===== src/design/assert_macros.svh =====
// Assertion macros for the RTL of the multiset count table.
// Every macro samples on clk and is disabled while rst_n is low.
// Compiling with NO_ASSERTIONS defined turns every macro into nothing.
`ifndef ASSERT_MACROS_SVH
`define ASSERT_MACROS_SVH

`ifndef NO_ASSERTIONS

// The expression holds at every clock edge out of reset.
`define ASSERT_ALWAYS(label, expr, msg) \
    label: assert property (@(posedge clk) disable iff (!rst_n) (expr)) \
        else $error(msg);

// The consequent holds in the same cycle as the antecedent.
`define ASSERT_IMPLIES(label, ante, cons, msg) \
    label: assert property (@(posedge clk) disable iff (!rst_n) (ante) |-> (cons)) \
        else $error(msg);

// The consequent holds in the cycle after the antecedent.
`define ASSERT_NEXT(label, ante, cons, msg) \
    label: assert property (@(posedge clk) disable iff (!rst_n) (ante) |=> (cons)) \
        else $error(msg);

`else

`define ASSERT_ALWAYS(label, expr, msg)
`define ASSERT_IMPLIES(label, ante, cons, msg)
`define ASSERT_NEXT(label, ante, cons, msg)

`endif

`endif


===== src/design/mct_pkg.sv =====
// Package for the multiset count table: sizes, opcode and status codes,
// and the sequencer state type. It depends on nothing else.
package mct_pkg;

    localparam int SLOTS   = 16;
    localparam int IDX_W   = $clog2(SLOTS);
    localparam int SCAN_W  = $clog2(SLOTS + 1);
    localparam int VALUE_W = 32;
    localparam int COUNT_W = 16;
    localparam int ENTRY_W = VALUE_W + COUNT_W;

    localparam logic [COUNT_W-1:0] COUNT_MAX = '1;

    typedef enum logic [1:0] {
        OP_INSERT = 2'd0,
        OP_REMOVE = 2'd1,
        OP_CLEAR  = 2'd2,
        OP_LOOKUP = 2'd3
    } opcode_t;

    typedef enum logic [1:0] {
        ST_OK        = 2'd0,
        ST_FULL      = 2'd1,
        ST_NOT_FOUND = 2'd2
    } status_t;

    typedef enum logic [1:0] {
        S_IDLE,
        S_SCAN,
        S_UPDATE,
        S_RESULT
    } state_t;

endpackage


===== src/design/multiset_count_table.sv =====
// Multiset count table: a bounded multiset of (value, repeat count) slots.
// Insert, remove and lookup scan one slot per cycle and stop at the first hit; a clear
// skips the scan. A new item is taken only once the last result has moved into the
// output register; a stalled result holds.
// Asynchronous active-low reset marks every slot free and empties the output register;
// the slot memory itself is not cleared, since a free slot is never compared.
`include "assert_macros.svh"

module multiset_count_table
    import mct_pkg::*;
(
    input  logic                      clk,
    input  logic                      rst_n,
    input  logic                      in_valid,
    output logic                      in_ready,
    input  logic [1:0]                opcode,
    input  logic signed [VALUE_W-1:0] item_value,
    output logic                      out_valid,
    input  logic                      out_ready,
    output logic [COUNT_W-1:0]        item_count,
    output logic                      table_empty,
    output logic [1:0]                status
);

    // Sequencer state.
    state_t state_reg, state_next;

    // The item being worked on.
    opcode_t              op_reg, op_next;
    logic [VALUE_W-1:0]   value_reg, value_next;

    // Scan pipeline: scan_idx_reg is the address read this cycle, and
    // cmp_idx_reg names the entry whose data sits in rd_data_reg.
    logic [SCAN_W-1:0]    scan_idx_reg, scan_idx_next;
    logic                 cmp_vld_reg, cmp_vld_next;
    logic [IDX_W-1:0]     cmp_idx_reg, cmp_idx_next;

    // What the scan found: the slot holding the value, and the lowest free slot.
    logic                 hit_reg, hit_next;
    logic [IDX_W-1:0]     hit_idx_reg, hit_idx_next;
    logic [COUNT_W-1:0]   hit_cnt_reg, hit_cnt_next;
    logic                 free_found_reg, free_found_next;
    logic [IDX_W-1:0]     free_idx_reg, free_idx_next;

    // One occupancy bit per slot, and the number of occupied slots.
    logic [SLOTS-1:0]     occ_reg, occ_next;
    logic [SCAN_W-1:0]    occ_cnt_reg, occ_cnt_next;

    // Result waiting for the output register.
    logic [COUNT_W-1:0]   res_cnt_reg, res_cnt_next;
    logic                 res_empty_reg, res_empty_next;
    status_t              res_status_reg, res_status_next;

    // Output register.
    logic                 out_valid_reg, out_valid_next;
    logic [COUNT_W-1:0]   out_cnt_reg, out_cnt_next;
    logic                 out_empty_reg, out_empty_next;
    status_t              out_status_reg, out_status_next;

    // Slot memory: each word holds the count above the value.
    logic [ENTRY_W-1:0]   slot_mem [SLOTS];
    logic [ENTRY_W-1:0]   rd_data_reg;
    logic                 rd_en;
    logic [IDX_W-1:0]     rd_addr;
    logic                 wr_en;
    logic [IDX_W-1:0]     wr_addr;
    logic [ENTRY_W-1:0]   wr_data;

    logic                 in_xfer;
    logic                 load_out;
    logic [VALUE_W-1:0]   rd_value;
    logic [COUNT_W-1:0]   rd_count;
    logic                 cmp_occ;
    logic                 hit_now;
    logic                 scan_last;
    logic [COUNT_W-1:0]   inc_cnt;

    assign in_ready  = (state_reg == S_IDLE);
    assign in_xfer   = in_valid && in_ready;
    assign load_out  = (state_reg == S_RESULT) && (!out_valid_reg || out_ready);

    // The shared compare unit looks at one slot per cycle.
    assign rd_value  = rd_data_reg[VALUE_W-1:0];
    assign rd_count  = rd_data_reg[ENTRY_W-1:VALUE_W];
    assign cmp_occ   = occ_reg[cmp_idx_reg];
    assign hit_now   = cmp_vld_reg && cmp_occ && (rd_value == value_reg);
    assign scan_last = cmp_vld_reg && (cmp_idx_reg == IDX_W'(SLOTS - 1));

    // A read is issued for every slot address until the scan ends on a hit or runs off the end.
    assign rd_en     = (state_reg == S_SCAN) && (scan_idx_reg < SCAN_W'(SLOTS));
    assign rd_addr   = scan_idx_reg[IDX_W-1:0];

    // The count saturates rather than wrapping.
    assign inc_cnt   = (hit_cnt_reg == COUNT_MAX) ? hit_cnt_reg : hit_cnt_reg + COUNT_W'(1);

    // Next state.
    always_comb
    begin
        state_next = state_reg;
        case (state_reg)
            S_IDLE:
            begin
                if (in_valid)
                begin
                    if (opcode_t'(opcode) == OP_CLEAR)
                    begin
                        state_next = S_RESULT;
                    end
                    else
                    begin
                        state_next = S_SCAN;
                    end
                end
            end
            S_SCAN:
            begin
                if (hit_now || scan_last)
                begin
                    state_next = S_UPDATE;
                end
            end
            S_UPDATE:
            begin
                state_next = S_RESULT;
            end
            S_RESULT:
            begin
                if (!out_valid_reg || out_ready)
                begin
                    state_next = S_IDLE;
                end
            end
            default:
            begin
                state_next = S_IDLE;
            end
        endcase
    end

    // Datapath and table updates.
    always_comb
    begin
        op_next         = op_reg;
        value_next      = value_reg;
        scan_idx_next   = scan_idx_reg;
        cmp_vld_next    = 1'b0;
        cmp_idx_next    = cmp_idx_reg;
        hit_next        = hit_reg;
        hit_idx_next    = hit_idx_reg;
        hit_cnt_next    = hit_cnt_reg;
        free_found_next = free_found_reg;
        free_idx_next   = free_idx_reg;
        occ_next        = occ_reg;
        occ_cnt_next    = occ_cnt_reg;
        res_cnt_next    = res_cnt_reg;
        res_empty_next  = res_empty_reg;
        res_status_next = res_status_reg;
        wr_en           = 1'b0;
        wr_addr         = hit_idx_reg;
        wr_data         = {inc_cnt, value_reg};

        case (state_reg)
            S_IDLE:
            begin
                if (in_xfer)
                begin
                    op_next         = opcode_t'(opcode);
                    value_next      = item_value;
                    scan_idx_next   = '0;
                    hit_next        = 1'b0;
                    free_found_next = 1'b0;
                    if (opcode_t'(opcode) == OP_CLEAR)
                    begin
                        // Clearing needs no scan: all occupancy bits drop at once.
                        occ_next        = '0;
                        occ_cnt_next    = '0;
                        res_cnt_next    = '0;
                        res_empty_next  = 1'b1;
                        res_status_next = ST_OK;
                    end
                end
            end
            S_SCAN:
            begin
                if (rd_en)
                begin
                    scan_idx_next = scan_idx_reg + SCAN_W'(1);
                    cmp_vld_next  = 1'b1;
                    cmp_idx_next  = rd_addr;
                end
                if (hit_now)
                begin
                    hit_next     = 1'b1;
                    hit_idx_next = cmp_idx_reg;
                    hit_cnt_next = rd_count;
                end
                if (cmp_vld_reg && !cmp_occ && !free_found_reg)
                begin
                    free_found_next = 1'b1;
                    free_idx_next   = cmp_idx_reg;
                end
            end
            S_UPDATE:
            begin
                res_cnt_next    = '0;
                res_status_next = ST_OK;
                case (op_reg)
                    OP_INSERT:
                    begin
                        if (hit_reg)
                        begin
                            wr_en        = 1'b1;
                            res_cnt_next = inc_cnt;
                        end
                        else if (free_found_reg)
                        begin
                            wr_en                 = 1'b1;
                            wr_addr               = free_idx_reg;
                            wr_data               = {COUNT_W'(1), value_reg};
                            occ_next[free_idx_reg] = 1'b1;
                            occ_cnt_next          = occ_cnt_reg + SCAN_W'(1);
                            res_cnt_next          = COUNT_W'(1);
                        end
                        else
                        begin
                            res_status_next = ST_FULL;
                        end
                    end
                    OP_REMOVE:
                    begin
                        if (hit_reg)
                        begin
                            occ_next[hit_idx_reg] = 1'b0;
                            occ_cnt_next          = occ_cnt_reg - SCAN_W'(1);
                        end
                        else
                        begin
                            res_status_next = ST_NOT_FOUND;
                        end
                    end
                    OP_LOOKUP:
                    begin
                        if (hit_reg)
                        begin
                            res_cnt_next = hit_cnt_reg;
                        end
                    end
                    default:
                    begin
                        res_cnt_next = '0;
                    end
                endcase
                res_empty_next = (occ_cnt_next == '0);
            end
            default:
            begin
                cmp_vld_next = 1'b0;
            end
        endcase
    end

    // Output register: a finished result waits here for its transfer.
    always_comb
    begin
        out_valid_next  = out_valid_reg && !out_ready;
        out_cnt_next    = out_cnt_reg;
        out_empty_next  = out_empty_reg;
        out_status_next = out_status_reg;
        if (load_out)
        begin
            out_valid_next  = 1'b1;
            out_cnt_next    = res_cnt_reg;
            out_empty_next  = res_empty_reg;
            out_status_next = res_status_reg;
        end
    end

    // Control state.
    always_ff @(posedge clk or negedge rst_n)
    begin
        if (!rst_n)
        begin
            state_reg      <= S_IDLE;
            cmp_vld_reg    <= 1'b0;
            occ_reg        <= '0;
            occ_cnt_reg    <= '0;
            out_valid_reg  <= 1'b0;
        end
        else
        begin
            state_reg      <= state_next;
            cmp_vld_reg    <= cmp_vld_next;
            occ_reg        <= occ_next;
            occ_cnt_reg    <= occ_cnt_next;
            out_valid_reg  <= out_valid_next;
        end
    end

    // Payload registers.
    always_ff @(posedge clk)
    begin
        op_reg         <= op_next;
        value_reg      <= value_next;
        scan_idx_reg   <= scan_idx_next;
        cmp_idx_reg    <= cmp_idx_next;
        hit_reg        <= hit_next;
        hit_idx_reg    <= hit_idx_next;
        hit_cnt_reg    <= hit_cnt_next;
        free_found_reg <= free_found_next;
        free_idx_reg   <= free_idx_next;
        res_cnt_reg    <= res_cnt_next;
        res_empty_reg  <= res_empty_next;
        res_status_reg <= res_status_next;
        out_cnt_reg    <= out_cnt_next;
        out_empty_reg  <= out_empty_next;
        out_status_reg <= out_status_next;
    end

    // Slot memory with one write port and one registered read port.
    always_ff @(posedge clk)
    begin
        if (wr_en)
        begin
            slot_mem[wr_addr] <= wr_data;
        end
        if (rd_en)
        begin
            rd_data_reg <= slot_mem[rd_addr];
        end
    end

    assign out_valid   = out_valid_reg;
    assign item_count  = out_cnt_reg;
    assign table_empty = out_empty_reg;
    assign status      = out_status_reg;

    `ASSERT_ALWAYS(a_occ_cnt_matches, occ_cnt_reg == SCAN_W'($countones(occ_reg)), "occupied count disagrees with occupancy bits")
    `ASSERT_NEXT(a_busy_after_xfer, in_xfer, state_reg != S_IDLE, "sequencer idle right after an input transfer")
    `ASSERT_IMPLIES(a_hit_slot_occupied, (state_reg == S_UPDATE) && hit_reg, occ_reg[hit_idx_reg], "hit recorded on a free slot")
    `ASSERT_IMPLIES(a_full_only_when_full, (state_reg == S_UPDATE) && (op_reg == OP_INSERT) && !hit_reg && !free_found_reg, &occ_reg, "insert dropped while a slot was free")
    `ASSERT_IMPLIES(a_empty_has_no_count, out_valid_reg && out_empty_reg, out_cnt_reg == '0, "empty table reported with a nonzero count")

endmodule


===== config.mk =====
export PLATFORM = sky130hd
export DESIGN_NAME = multiset_count_table
export DESIGN_NICKNAME = d
export VERILOG_FILES = /design/src/design/mct_pkg.sv /design/src/design/multiset_count_table.sv
export VERILOG_INCLUDE_DIRS = /design/src /design/src/design
export SDC_FILE = /design/constraint.sdc
export NUM_CORES = 1
export LEC_CHECK = 0
export ABC_AREA = 1
export BUFFER_PORTS_ARGS = -buffer_cell sky130_fd_sc_hd__buf_2
export CAP_MARGIN = 10
export CORE_MARGIN = 2
export CORE_UTILIZATION = 45
export CTS_BUF_LIST = sky130_fd_sc_hd__clkbuf_8 sky130_fd_sc_hd__clkbuf_16
export DETAILED_ROUTE_END_ITERATION = 8
export SLEW_MARGIN = 0
export SYNTH_ARGS = -nofsm -noshare
export SYNTH_HDL_FRONTEND = slang
export SYNTH_SLANG_ARGS = --single-unit

===== constraint.sdc =====
create_clock -name clk -period 9.6 [get_ports clk]
set_input_delay 0.48 -clock clk [delete_from_list [all_inputs] [get_ports clk]]
set_output_delay 0.48 -clock clk [all_outputs]
set_load 0.005 [all_outputs]

==> parameters.txt, run 1 <==
Parameter                              Value

Clock network
  Clock transition at the register clock pins on the worst setup and hold paths after CTS    0.06 ns
  TritonCTS clock tree    done
  Deepest level of the CTS H-tree    3
  Gates resized, CTS repair    0
  Worst-skew pair later-pin latency    roughly 0.67 ns
  Number of sinks driven by the clock tree    roughly 950
  CTS root buffer    clkbuf_16
  Inserted Clock Buffers    96
  CTS max path bufs    3

Floorplanning
  Overall die area    around 87,000 um^2
  Number of placement rows    ~110
  Io pins    59
  Total core area    roughly 84,000 um^2
  Floorplan die width    between 200 and 300 um
  Overall die height    approximately 300 um
  Starting utilization of the core area    0.454

Detailed routing
  Final routed wire length divided by cell count    21.3 um
  Remaining routing DRC violations    0
  Via density per instance    around 5.7
  TritonRoute pass-1 iters    6
  Overall routed net length    about 87,000 um
  Number of nets with antenna violations after routing    0
  Drt initial violations    between 2,000 and 2,500
  Overall via count from detail_route    ~23,000

Worst setup path
  Required time of the worst setup path    roughly 9.9 ns
  Worst stage delay on the critical path    between 0.9 and 1 ns
  Critical path startpoint category    flip-flop
  Cell class contributing the biggest share of worst-path delay    simple AND/OR/NAND/NOR gates
  Most repeated library cell on the critical path    inv_2
  CP Cell Sequence    inv_1 -> ha_1 -> inv_2 -> nor2_1 -> inv_2 -> nor2_4 -> inv_2 -> nand2_1 -> o21ai_0 -> inv_1 -> nand3_1 -> nor2_4 -> buf_4
  Type of element capturing the critical path    flip-flop
  Critical path start-end classification    reg -> reg
  Crit-path slowest cell    nor2_4
  Flop2flop setup slack    around 5.1 ns
  Crit path arrival time    4.76 ns
  Total buffers and inverters traversed by the critical path    6
  CP max FO    26

Synthesis
  Number of different library cells in the post-synthesis netlist    38
  Synthesized Nets    just under 3,000
  Mapped Cells    roughly 2,800
  Most common flop cell mapped by yosys    edfxtp_1
  Proportion of netlist area held by the largest area contributor    0.730
  Post-synth EDFFs    just over 900
  Count of yosys warnings during synthesis    0
  Top cell type by total area after synthesis    edfxtp_1
  Avg Inst Size Synth    ~13 um^2
  Register bit total from synthesis    948
  Asr flop ratio synth    0.0264
  Share of the yosys chip area belonging to registers    0.747
  Top cells by area in the synthesized netlist    edfxtp_1 (73%), nor2_1 (5.1%), o21ai_0 (3.0%)
  Area of the mapped netlist    between 30,000 and 40,000 um^2

Finish
  Multi-input combinational cell area    approximately 8600 um^2
  Fraction of layout instances using a drive strength above 1    0.0940
  Area taken by flip-flops and latches    about 28,000 um^2
  Post-layout nets    2,976
  Filler instances    a little under 7,000
  Non-filler cells in the finished layout    4,081
  Max reg flops    768
  Area overhead of the layout relative to synthesis    12.9%
  Total inserted antenna cells    0

Place
  Placed Cells incl. Taps    about 3,900
  Final Wtd Congestion    approximately 0.85
  HPWL after detailed placement    roughly 47,000 um
  Count of buffers from port buffering    58

Timing
  Clock period minus worst slack    around 4.5 ns
  Relative slew slack    0.185
  Pins Over Slew Limit    0
  Clock skew    just over 0.04 ns
  Final period utilization    0.466
  Final setup violation count    0
  Slew at the pin closest to its max-slew limit    around 1.2 ns
  Unrepaired setup endpoints after global routing    no
  Upper clock frequency limit    around 220 MHz
  Final hold violations    0
  Setup TNS    0 ns

Power
  Largest voltage drop on the vdd net    roughly 210 uV
  Cell leakage power    between 10 and 15 nW
  Power Dens Cells    279 nW/um^2

Outcome
  Run status    finished, final reports clean

Global route
  Total congestion overflow after global routing    0
  Vias in the first global route    between 20,000 and 25,000
  Overall fraction of global-route tracks in use    0.200
  First-pass GRT wire length    about 130,000 um
  Maximum number of pins on one net before global-route repair    around 280
  Initial antenna violation count    0

Run
  Number of max-capacitance violations reported    0

Min path
  Min-Delay Path Class    in -> reg
## per-stage QoR
| step | cell area, um^2 | setup WS (ns) | utilization | hold WS [ns] | total power [W] |
|---|---|---|---|---|---|
| after CTS | 42800 | 5.14 | 0.513 | 0.0101 | 0.0121 |
| after floorplan | 38000 | 5.48 | - | 0.184 | 0.00751 |
| final | 42900 | 5.13 | 0.513 | 0.0418 | 0.0120 |
| after global routing | 42900 | 4.73 | 0.513 | 0.0255 | 0.0126 |
| after global placement | 39500 | 5.35 | 0.473 | 0.400 | 0.00843 |
| after detailed placement | 39500 | 5.13 | 0.473 | 0.405 | 0.00849 |
## cell usage after synthesis, drive strengths merged (5+ instances only)
master,count
nand2,287
nand3,123
a31oi,5
o221ai,79
xor2,11
nor3,13
a21oi,68
clkbuf,101
inv,129
xnor2,8
buf,57
nand4,20
dfrtp,25
o21ai,231
o32ai,113
or2,5
nor2,517
o211ai,20
mux2i,79
ha,11
edfxtp,923
## what timing repair did
action	4_1_cts	5_1_grt
setup buffers	0	0
hold endpoints to repair	57	0
endpoints found under the setup margin	0	0
hold buffers	33	0
## layout make-up
cell class                      count  share of cell area
Inverter                          130              0.0116
Tap cell                         1080              0.0315
Sequential cell                   948               0.661
Multi-Input combinational cell   1604               0.200
Clock inverter                     74              0.0135
Clock buffer                       98              0.0569
Timing Repair Buffer              147              0.0252
## layout by cell type (no fill, tap or decap), drive strengths merged, types with 68 or more instances in the layout
cell / netlist / final
mux2i: 79 / 79
nand3: 123 / 123
o21ai: 231 / 231
edfxtp: 923 / 923
nand2: 287 / 287
o221ai: 79 / 79
inv: 129 / 155
o32ai: 113 / 113
nor2: 517 / 517
buf: 57 / 114
a21oi: 68 / 68
clkbuf: 101 / 98
## cell families after synthesis
logic type / share of synthesized area
buf+inv: 0.0312
compound gates: 0.0899
fa+ha+maj: 0.00363
mux: 0.0208
flops: 0.747
xor+xnor: 0.00438
simple gates: 0.104
## path summary, 6_finish.rpt
| kind | from | end | cells after the start |
|---|---|---|---|
| setup / recovery | state_reg[0] | slot_mem[14][35] | 13 |
| hold / removal | opcode[0] | op_reg[0] | 1 |
| setup reg to reg | state_reg[0] | slot_mem[14][35] | 13 |
| hold reg to reg | res_status_reg[0] | status[0] | 0 |
| max in group asynchronous | rst_n | occ_cnt_reg[3] | 2 |
| min in group asynchronous | rst_n | occ_cnt_reg[4] | 2 |
## power breakdown
part           total [W]  switching (W)  internal [W]
clock            0.00356        0.00153       0.00203
combinational    0.00316        0.00220      0.000960
sequential       0.00526       0.000211       0.00505
total             0.0120        0.00394       0.00804
## metal layers
metal  GRT usage  wire length, um  vias up
met5           0                0        -
met4      0.0627             2270        0
met3      0.0317             5440      142
met2       0.329            41600      763
met1       0.274            37700    11631
li1            -                -    10678
No activity file was read; power rests on OpenSTA's default activity.
==> run 2, diff against run 1 <==
==> constraint.sdc (replaced) <==
create_clock -name clk -period 3.8 [get_ports clk]
set_input_delay 0.19 -clock clk [delete_from_list [all_inputs] [get_ports clk]]
set_output_delay 0.19 -clock clk [all_outputs]
set_load 0.005 [all_outputs]
==> run 2 against run 1 <==
Against the previous run: clock power grew to 2.7 times the previous value; critical path depth fell by 5; count of clock-buffer cells in the layout is 4 higher; core utilization up 0.93 points; via count up 0.72%; die area did not move.
==> parameters.txt, run 2 (synthesis results as in run 1) <==
Parameter                              Value

Outcome
  Run status    finished, final reports clean

Worst setup path
  Crit-path slowest cell    a21oi_1
  Type of element capturing the critical path    flip-flop
  Required time of the worst setup path    4.12 ns (-5.77 ns)
  Flop2flop setup slack    0.68 ns (-4.45 ns)
  Most repeated library cell on the critical path    buf_4
  Endpoint of the most critical register-to-register path    slot_mem[14][14]
  Crit path arrival time    3.44 ns (-1.32 ns)
  Launching point of the worst reg2reg path    op_reg[0]
  Worst stage delay on the critical path    0.50 ns (-0.43 ns)
  Critical path startpoint category    flip-flop
  CP Cell Sequence    inv_1 -> ha_1 -> nand2_1 -> buf_4 -> a21oi_1 -> nand3_1 -> nor2_4 -> buf_4
  Cell class contributing the biggest share of worst-path delay    simple AND/OR/NAND/NOR gates
  Total buffers and inverters traversed by the critical path    3 (-3)
  CP max FO    19 (-27%)
  Critical path start-end classification    reg -> reg
  Worst reg2reg path depth    8 (-5)

Timing
  Clock period minus worst slack    3.12 ns (-1.35 ns)
  Pins Over Slew Limit    0 (unchanged)
  Relative slew slack    0.237 (+0.0524)
  Upper clock frequency limit    321 MHz (+43%)
  Final period utilization    0.821 (+0.355)
  Final hold violations    0 (unchanged)
  Clock skew    0.0451 ns (+0.00393 ns)
  Slew at the pin closest to its max-slew limit    1.14 ns (-0.0741 ns)
  Unrepaired setup endpoints after global routing    no
  Final setup violation count    0 (unchanged)
  Setup TNS    0 ns (unchanged)

Global route
  Vias in the first global route    22,586 (-0.75%)
  Maximum number of pins on one net before global-route repair    152 (-45%)
  Total congestion overflow after global routing    0 (unchanged)
  Overall fraction of global-route tracks in use    0.209 (+0.00874)
  First-pass GRT wire length    138,000 um (+3.3%)
  Initial antenna violation count    0 (unchanged)

Clock network
  TritonCTS clock tree    done
  Clock transition at the register clock pins on the worst setup and hold paths after CTS    0.06 ns (about the same)
  Number of sinks driven by the clock tree    948 (unchanged)
  Worst-skew pair later-pin latency    0.66 ns (about the same)
  CTS root buffer    clkbuf_16
  Gates resized, CTS repair    0 (unchanged)
  Deepest level of the CTS H-tree    3 (unchanged)
  CTS max path bufs    3 (unchanged)
  Inserted Clock Buffers    99 (+3.1%)

Finish
  Top library cells by usage in the layout, fill and taps aside    edfxtp_1 (923), nor2_1 (493), nand2_1 (285)
  Commonest non-fill, non-tap cell in the layout    edfxtp_1
  Post-layout nets    3,010 (+1.1%)
  Total inserted antenna cells    0 (unchanged)
  Area overhead of the layout relative to synthesis    15.0%
  Filler instances    6,900 (-0.52%)
  Fraction of layout instances using a drive strength above 1    0.109 (+0.0147)
  Max reg flops    768 (unchanged)
  Non-filler cells in the finished layout    4,125 (+1.1%)

Power
  Largest voltage drop on the vdd net    648 uV (+210%)
  P_sw    0.0102 W (+160%)
  Cell leakage power    14.9 nW (+2.4%)
  Sequential share of power    0.426 (-0.013)
  Internal Pwr Total    0.0210 W (+160%)
  Share of power burned in the clock network    0.311 (+0.014)
  Combinational share of power    0.264 (about the same)
  Power Dens Cells    715 nW/um^2 (+160%)
  Switching power as a share of total power    0.327 (-0.00153)

Detailed routing
  Overall via count from detail_route    23,380 (+0.72%)
  Number of nets with antenna violations after routing    0 (unchanged)
  Via density per instance    5.67 (-0.36%)
  Final routed wire length divided by cell count    21.9 um (+2.9%)
  TritonRoute pass-1 iters    6 (unchanged)
  Remaining routing DRC violations    0 (unchanged)
  Overall routed net length    90,500 um (+4.0%)
  Drt initial violations    2,239 (+4.5%)

Min path
  Min-Delay Path Class    in -> async

Floorplanning
  Overall die area    86,700 um^2 (unchanged)
  Starting utilization of the core area    0.454 (unchanged)
  Number of placement rows    106 (unchanged)
  Overall die height    294 um (unchanged)
  Total core area    83,600 um^2 (unchanged)
  Io pins    59 (unchanged)
  Floorplan die width    294 um (unchanged)

Place
  Final Wtd Congestion    0.894 (+4.6%)
  HPWL after detailed placement    51,200 um (+8.6%)
  Placed Cells incl. Taps    3,903 (+0.80%)
  Count of buffers from port buffering    58 (unchanged)

Run
  Number of max-capacitance violations reported    0 (unchanged)
## run 2: worst reg2reg max path, cell delays in order, from the launching register on
cell and delay, ns:
edfxtp_1 0.41, inv_1 0.09, ha_1 0.32, nand2_1 0.10, buf_4 0.19, a21oi_1 0.50, nand3_1 0.46, nor2_4 0.34
buf_4 0.36
## run 2: repair_timing
action,4_1_cts,5_1_grt
hold endpoints to repair,60,0
buffers inserted,0,0
hold buffers,36,0
## run 2: power by group through the flow
stage | Combinational (W) | Clock [W] | Sequential (W)
2_1_floorplan | 0.00564 | 0 | 0.0133
3_3_place_gp | 0.00805 | 0 | 0.0135
3_5_place_dp | 0.00820 | 0 | 0.0135
4_1_cts | 0.00827 | 0.00987 | 0.0133
5_1_grt | 0.00914 | 0.0103 | 0.0134
6_report | 0.00823 | 0.00969 | 0.0133
## run 2: worst max path at each step
stage	cells past startpoint	endpoint	slack, ns	startpoint
after floorplan	13	slot_mem[0][0]	-0.32	state_reg[0]
after global placement	8	slot_mem[12][15]	0.79	op_reg[0]
after detailed placement	8	slot_mem[15][15]	0.73	op_reg[0]
after CTS	8	slot_mem[15][16]	0.73	op_reg[0]
after global routing	9	slot_mem[10][46]	0.41	hit_cnt_reg[0]
final	8	slot_mem[14][14]	0.68	op_reg[0]
## run 2: per-layer routing
metal | up-vias | track usage | routed length [um]
li1 | 10749 | - | -
met1 | 11706 | 0.296 | 40500
met2 | 776 | 0.338 | 42700
met3 | 149 | 0.0298 | 5250
met4 | 0 | 0.0577 | 2090
met5 | - | 0 | 0
## run 2: per-stage QoR
step	instance area, um^2	setup slack [ns]	util	power [W]	hold slack [ns]
floorplan	38000	-0.323	-	0.0190	-0.106
global placement	40000	0.793	0.478	0.0215	0.232
detailed placement	40000	0.726	0.478	0.0217	0.240
CTS	43600	0.726	0.522	0.0314	0.0645
global route	43600	0.406	0.522	0.0328	0.118
finish	43600	0.680	0.522	0.0312	0.0926
## run 2: layout make-up
cell class                 count  area [um^2]  area share
clock buffer                 102         2550      0.0585
clock inverter                83          752      0.0172
inverter                     130          495      0.0114
multi-input combinational   1604         8580       0.197
sequential                   948        28300       0.649
tap                         1080         1350      0.0310
timing repair buffer         178         1580      0.0361
